===== src/design/rscd_pkg.sv =====
// ---------------------------------------------------------------------------
// rscd_pkg: shared types and constants for the sprite column decoder
// Payload structs, controller/datapath interface structs, codes and widths.
// ---------------------------------------------------------------------------
package rscd_pkg;

    localparam int PALETTE_SIZE_DEF = 256;
    localparam int COORD_BITS_DEF   = 12;

    localparam int ZOOM_W      = 5;
    localparam int SRC_W       = 8;
    localparam int PROD_W      = SRC_W + ZOOM_W;
    localparam int CODE_W      = 9;
    localparam int OUT_COORD_W = 12;
    localparam int COLOR_W     = 32;
    localparam int RUN_W       = 7;
    localparam int CFG_INDEX_W = 2;
    localparam int CFG_DATA_W  = 8;

    localparam logic [ZOOM_W-1:0] ZOOM_RESET = ZOOM_W'(1);

    localparam logic [1:0] ACT_PALETTE = 2'd0;
    localparam logic [1:0] ACT_HEADER  = 2'd1;
    localparam logic [1:0] ACT_STREAM  = 2'd2;

    localparam logic [CFG_INDEX_W-1:0] CFG_ZOOM   = CFG_INDEX_W'(0);
    localparam logic [CFG_INDEX_W-1:0] CFG_WIDTH  = CFG_INDEX_W'(1);
    localparam logic [CFG_INDEX_W-1:0] CFG_HEIGHT = CFG_INDEX_W'(2);

    localparam logic KIND_PALETTE = 1'b0;
    localparam logic KIND_PIXEL   = 1'b1;

    typedef struct packed {
        logic [1:0]         action;
        logic [SRC_W-1:0]   palette_slot;
        logic [COLOR_W-1:0] palette_color;
        logic [SRC_W-1:0]   top_row;
        logic [SRC_W-1:0]   bottom_row;
        logic [SRC_W-1:0]   left_column;
        logic [SRC_W-1:0]   stream_byte;
    } item_t;

    typedef struct packed {
        logic                   kind;
        logic [OUT_COORD_W-1:0] pixel_x;
        logic [OUT_COORD_W-1:0] pixel_y;
        logic [CODE_W-1:0]      color_code;
        logic                   is_new_color;
        logic [CODE_W-1:0]      distinct_count;
    } result_t;

    typedef struct packed {
        logic capture;
        logic pal_start;
        logic pal_rd;
        logic pal_next;
        logic pal_found;
        logic pal_add;
        logic hdr_load;
        logic set_pending;
        logic lit_rd;
        logic lit_emit;
        logic run_load;
        logic run_dec;
        logic advance;
    } ctrl_cmd_t;

    typedef struct packed {
        logic [1:0] action;
        logic       slot_ok;
        logic       idx_at_count;
        logic       match;
        logic       pending_nz;
        logic       literal_flag;
        logic       run_nz;
        logic       hit;
        logic       out_free;
    } dp_status_t;

endpackage


===== src/design/rscd_ctrl.sv =====
// ---------------------------------------------------------------------------
// rscd_ctrl: sequencing controller
// Dispatches each beat by action and steps the datapath through palette
// search, header load, literal writes and transparent runs.
// ---------------------------------------------------------------------------
module rscd_ctrl
(
    input  logic                  clk,
    input  logic                  rst_n,
    input  logic                  item_valid,
    output logic                  item_stall,
    input  rscd_pkg::dp_status_t  status,
    output rscd_pkg::ctrl_cmd_t   cmd
);

    localparam logic [3:0] ST_IDLE     = 4'd0;
    localparam logic [3:0] ST_DISPATCH = 4'd1;
    localparam logic [3:0] ST_P_START  = 4'd2;
    localparam logic [3:0] ST_P_READ   = 4'd3;
    localparam logic [3:0] ST_P_CMP    = 4'd4;
    localparam logic [3:0] ST_P_ADD    = 4'd5;
    localparam logic [3:0] ST_HDR      = 4'd6;
    localparam logic [3:0] ST_LIT_RD   = 4'd7;
    localparam logic [3:0] ST_LIT_OUT  = 4'd8;
    localparam logic [3:0] ST_RUN      = 4'd9;

    logic [3:0] state_reg;
    logic [3:0] state_next;

    assign item_stall = (state_reg != ST_IDLE);

    always_comb
    begin
        state_next = state_reg;
        cmd        = '0;
        case (state_reg)
            ST_IDLE:
            begin
                if (item_valid)
                begin
                    cmd.capture = 1'b1;
                    state_next  = ST_DISPATCH;
                end
            end
            ST_DISPATCH:
            begin
                case (status.action)
                    rscd_pkg::ACT_PALETTE: state_next = ST_P_START;
                    rscd_pkg::ACT_HEADER:  state_next = ST_HDR;
                    rscd_pkg::ACT_STREAM:
                    begin
                        if (status.pending_nz)
                        begin
                            state_next = ST_LIT_RD;
                        end
                        else if (status.literal_flag)
                        begin
                            cmd.set_pending = 1'b1;
                            state_next      = ST_IDLE;
                        end
                        else
                        begin
                            cmd.run_load = 1'b1;
                            state_next   = ST_RUN;
                        end
                    end
                    default: state_next = ST_IDLE;
                endcase
            end
            ST_P_START:
            begin
                if (status.slot_ok)
                begin
                    cmd.pal_start = 1'b1;
                    state_next    = ST_P_READ;
                end
                else
                begin
                    state_next = ST_IDLE;
                end
            end
            ST_P_READ:
            begin
                if (status.idx_at_count)
                begin
                    state_next = ST_P_ADD;
                end
                else
                begin
                    cmd.pal_rd = 1'b1;
                    state_next = ST_P_CMP;
                end
            end
            ST_P_CMP:
            begin
                if (status.match)
                begin
                    if (status.out_free)
                    begin
                        cmd.pal_found = 1'b1;
                        state_next    = ST_IDLE;
                    end
                end
                else
                begin
                    cmd.pal_next = 1'b1;
                    state_next   = ST_P_READ;
                end
            end
            ST_P_ADD:
            begin
                if (status.out_free)
                begin
                    cmd.pal_add = 1'b1;
                    state_next  = ST_IDLE;
                end
            end
            ST_HDR:
            begin
                cmd.hdr_load = 1'b1;
                state_next   = ST_IDLE;
            end
            ST_LIT_RD:
            begin
                cmd.lit_rd = 1'b1;
                state_next = ST_LIT_OUT;
            end
            ST_LIT_OUT:
            begin
                if (!status.hit || status.out_free)
                begin
                    cmd.lit_emit = 1'b1;
                    cmd.advance  = 1'b1;
                    state_next   = ST_IDLE;
                end
            end
            ST_RUN:
            begin
                if (status.run_nz)
                begin
                    cmd.advance = 1'b1;
                    cmd.run_dec = 1'b1;
                end
                else
                begin
                    state_next = ST_IDLE;
                end
            end
            default: state_next = ST_IDLE;
        endcase
    end

    always_ff @(posedge clk or negedge rst_n)
    begin
        if (!rst_n)
        begin
            state_reg <= ST_IDLE;
        end
        else
        begin
            state_reg <= state_next;
        end
    end

endmodule


===== config.mk =====
export PLATFORM = sky130hd
export DESIGN_NAME = rscd_ctrl
export DESIGN_NICKNAME = d
export VERILOG_FILES = /design/src/design/rscd_pkg.sv /design/src/design/rscd_ctrl.sv
export SDC_FILE = /design/constraint.sdc
export NUM_CORES = 1
export LEC_CHECK = 0
export ABC_CLOCK_PERIOD_IN_PS = 1700
export BUFFER_PORTS_ARGS = -buffer_cell sky130_fd_sc_hd__buf_2
export CAP_MARGIN = 0
export CELL_PAD_IN_SITES_DETAIL_PLACEMENT = 2
export CELL_PAD_IN_SITES_GLOBAL_PLACEMENT = 2
export CORE_UTILIZATION = 21
export DETAILED_ROUTE_END_ITERATION = 8
export PLACE_DENSITY_LB_ADDON = 0.1
export SYNTH_ARGS = -nofsm -noshare
export SYNTH_HDL_FRONTEND = slang
export SYNTH_SLANG_ARGS = --single-unit

===== constraint.sdc =====
create_clock -name clk -period 1.7 [get_ports clk]
set_input_delay 0.51 -clock clk [delete_from_list [all_inputs] [get_ports clk]]
set_output_delay 0.51 -clock clk [all_outputs]
set_load 0.02 [all_outputs]

==> run_results.csv <==
group,metric,value,unit
synthesis,yosys_register_bits,4,
sta,worst_slack,-0.1827,ns
critical_path,r2r_start,"state_reg[2]",
critical_path,max_stage_delay,0.42,ns
place,hpwl,1449,um
global_route,grt_pass1_vias,672,
place,place_congestion,0.7687,
synthesis,syn_nets,79,
critical_path,ff2ff_path_depth,6,
die,io_pins,27,
clock_tree,cts.path.max_buffers,2,
sta,setup_viol,14,
layout,diodes,0,
die,die_w,50.64,um
route,wirelength_met1,899,um
die,start_util,22.45,%
critical_path,reg2reg_to,"state_reg[0]",
route,wl,2082,um
power_and_ir_drop,pwr_density_cell,1294,nW/um^2
clock_tree,clockRootBuffer,"clkbuf_4",
clock_tree,cts_tree,"built",
sta,relSlewSlack,83.36,%
synthesis,netlist_area,496.7,sq um
die,rows,17,
global_route,grt-ovfl-total,0,
run,maxCapViolCount,0,
layout,drive_above_1_share,63.21,%
clock_tree,path_clk_slew,0.05,ns
layout,final_nets,121,
sta,fin_crit_sh,110.7,%
critical_path,crit_slowest_cell,"dfrtp_1",
sta,fin_skew,0.01371,ns
clock_tree,clock_latency,0.24,ns
route,drt_iter0_markers,6,
die,coreArea,2212,sq um
sta,rsz0062_at_grt,"yes",
synthesis,ys.flop_type,"dfrtp_1",
hold_path,hold_path.class,"input port to async pin",
route,first_pass_iters,3,
status,status,"finished, violations left",
route,wl_met2,1122,um
synthesis,synth_edf_count,0,
route,ant_nets,0,
synthesis,yosysSeqAreaShare,20.15,%
clock_tree,cts_made_buffers,3,
sta,finalCriticalPeriod,1.883,ns
critical_path,cp_data_required_time,1.19,ns
synthesis,ys.warnings.count,0,
sta,max_freq,531.2,MHz
synthesis,synth_cell_type_count,37,
clock_tree,cts.sinks,4,
route,wire_per_inst,15.54,um
critical_path,critPathLaunchType,"flip-flop",
sta,drv_slew,0,
critical_path,r2r_slack,0.24,ns
critical_path,cp_data_arrival_time,1.37,ns
die,die_h,50.64,um
power_and_ir_drop,irDropWorstVdd,0.5296,mV
critical_path,critical_path_class,"flip-flop to output pin",
sta,finalHoldViolations,0,
layout,synthToLayoutAreaGrowth,87.66,%
layout,finalInstanceArea,932.1,sq um
layout,final_cell_mix,"buf_4 (15), buf_2 (14), buf_6 (12)",
critical_path,end_kind,"output pin",
route,drc,0,
sta,worst_pin_slew,0.2484,ns
die,dieArea,2564,sq um
route,wl_met3,61,um
place,port_buffers,26,
synthesis,async_flop_share,100.0,%
power_and_ir_drop,power_leakage,0.4216,nW
clock_tree,ctsHoldBuffers,0,
synthesis,syn_avg_cell_area,7.526,sq um
route,vias_per_cell,4.724,
route,top_layer,"met3",
place,dpl_worst_slack,-0.1887,ns
layout,mostFrequentLayoutCell,"buf_4",
global_route,antenna_found_initial,0,
global_route,grt_pass1_wl,3291,um
place,dpl_cell_area,737.0,sq um
synthesis,syn_inst,66,
global_route,grtUsageTotal,17.44,%
critical_path,cp_max_fo,4,
power_and_ir_drop,power,1.206,mW
layout,largest_reg_flops,4,
route,route.vias.total,633,
critical_path,cp_cell_sequence,"nor2b_4 > nand3_1 > inv_2 > or2_4 > buf_6",
global_route,grt_max_degree,12,
clock_tree,cts.htree.levels,1,
status,violations,"negative setup slack",
## critical path, delay by kind of cell, from the launching register on
family        cells  cell delay, ns
buf+inv           2            0.18
flops             1            0.42
simple gates      3            0.52
## cells in the mapped netlist (2+ instances only)
cell type	instances	area (sq um)
a21oi_1	2	10.01
o21ai_1	3	15.01
and3_1	2	12.51
dfrtp_1	4	100.1
buf_2	2	10.01
inv_1	4	15.01
nand2_1	8	30.03
nand3b_1	2	15.01
nor3b_1	2	15.01
nor4_1	2	12.51
nor2_1	8	30.03
o21ai_0	2	10.01
## what timing repair did
item / 4_1_cts / 5_1_grt
gates resized for setup: 32 / 9
pin swaps: 5 / 3
buffers inserted: 3 / 2
setup endpoints to repair: 14 / 14
## cell type report
class / instances / area [sq um]
clock buffers: 3 / 22.52
multi-input cells: 54 / 437.9
fillers: 275 / 1280
well taps: 28 / 35.03
inverters: 4 / 15.01
repair buffers: 41 / 317.8
flip-flops and latches: 4 / 103.9
## layer usage
layer | track usage [%] | vias to the layer above
met3 | 1.818 | 0
met4 | 4.167 | 0
met5 | 0 | -
met1 | 20.86 | 302
li1 | - | 315
met2 | 32.67 | 16
## worst max path at each step
| stage | start | end | slack [ns] | cells after the start |
|---|---|---|---|---|
| 3_5_place_dp | status[0] | cmd[0] | -0.19 | 5 |
| 6_report | state_reg[0] | cmd[0] | -0.18 | 5 |
| 5_1_grt | state_reg[0] | cmd[5] | -0.25 | 4 |
| 3_3_place_gp | status[0] | cmd[0] | -0.17 | 5 |
| 4_1_cts | state_reg[1] | cmd[5] | -0.17 | 4 |
| 2_1_floorplan | state_reg[3] | cmd[9] | -0.08 | 3 |
## cell families after synthesis
logic type	after synthesis	share of synthesized area (%)
multiplexers	1	2.015
AND/OR/NAND/NOR	38	49.12
AO/OA/AOI/OAI	15	19.90
buffers and inverters	8	8.816
flip-flops	4	20.15
## where the power goes
part	switching, mW	internal [mW]	leakage (nW)
Clock	0.0454	0.0794	0.0138
Sequential	0.0594	0.134	0.0479
Combinational	0.470	0.419	0.360
## through the flow
| stage | hold slack (ns) | setup TNS [ns] | utilization (%) | cells |
|---|---|---|---|---|
| final | 0.06267 | -1.578 | 42.14 | 134 |
| after floorplan | 0.2144 | -0.1775 | - | 66 |
| after detailed placement | 0.3196 | -0.2329 | 33.31 | 126 |
| after global routing | 0.06001 | -2.353 | 42.14 | 134 |
| after global placement | 0.3174 | -0.1890 | 33.31 | 126 |
| after CTS | 0.06982 | -1.457 | 40.10 | 132 |
No activity file was read; power rests on OpenSTA's default activity.
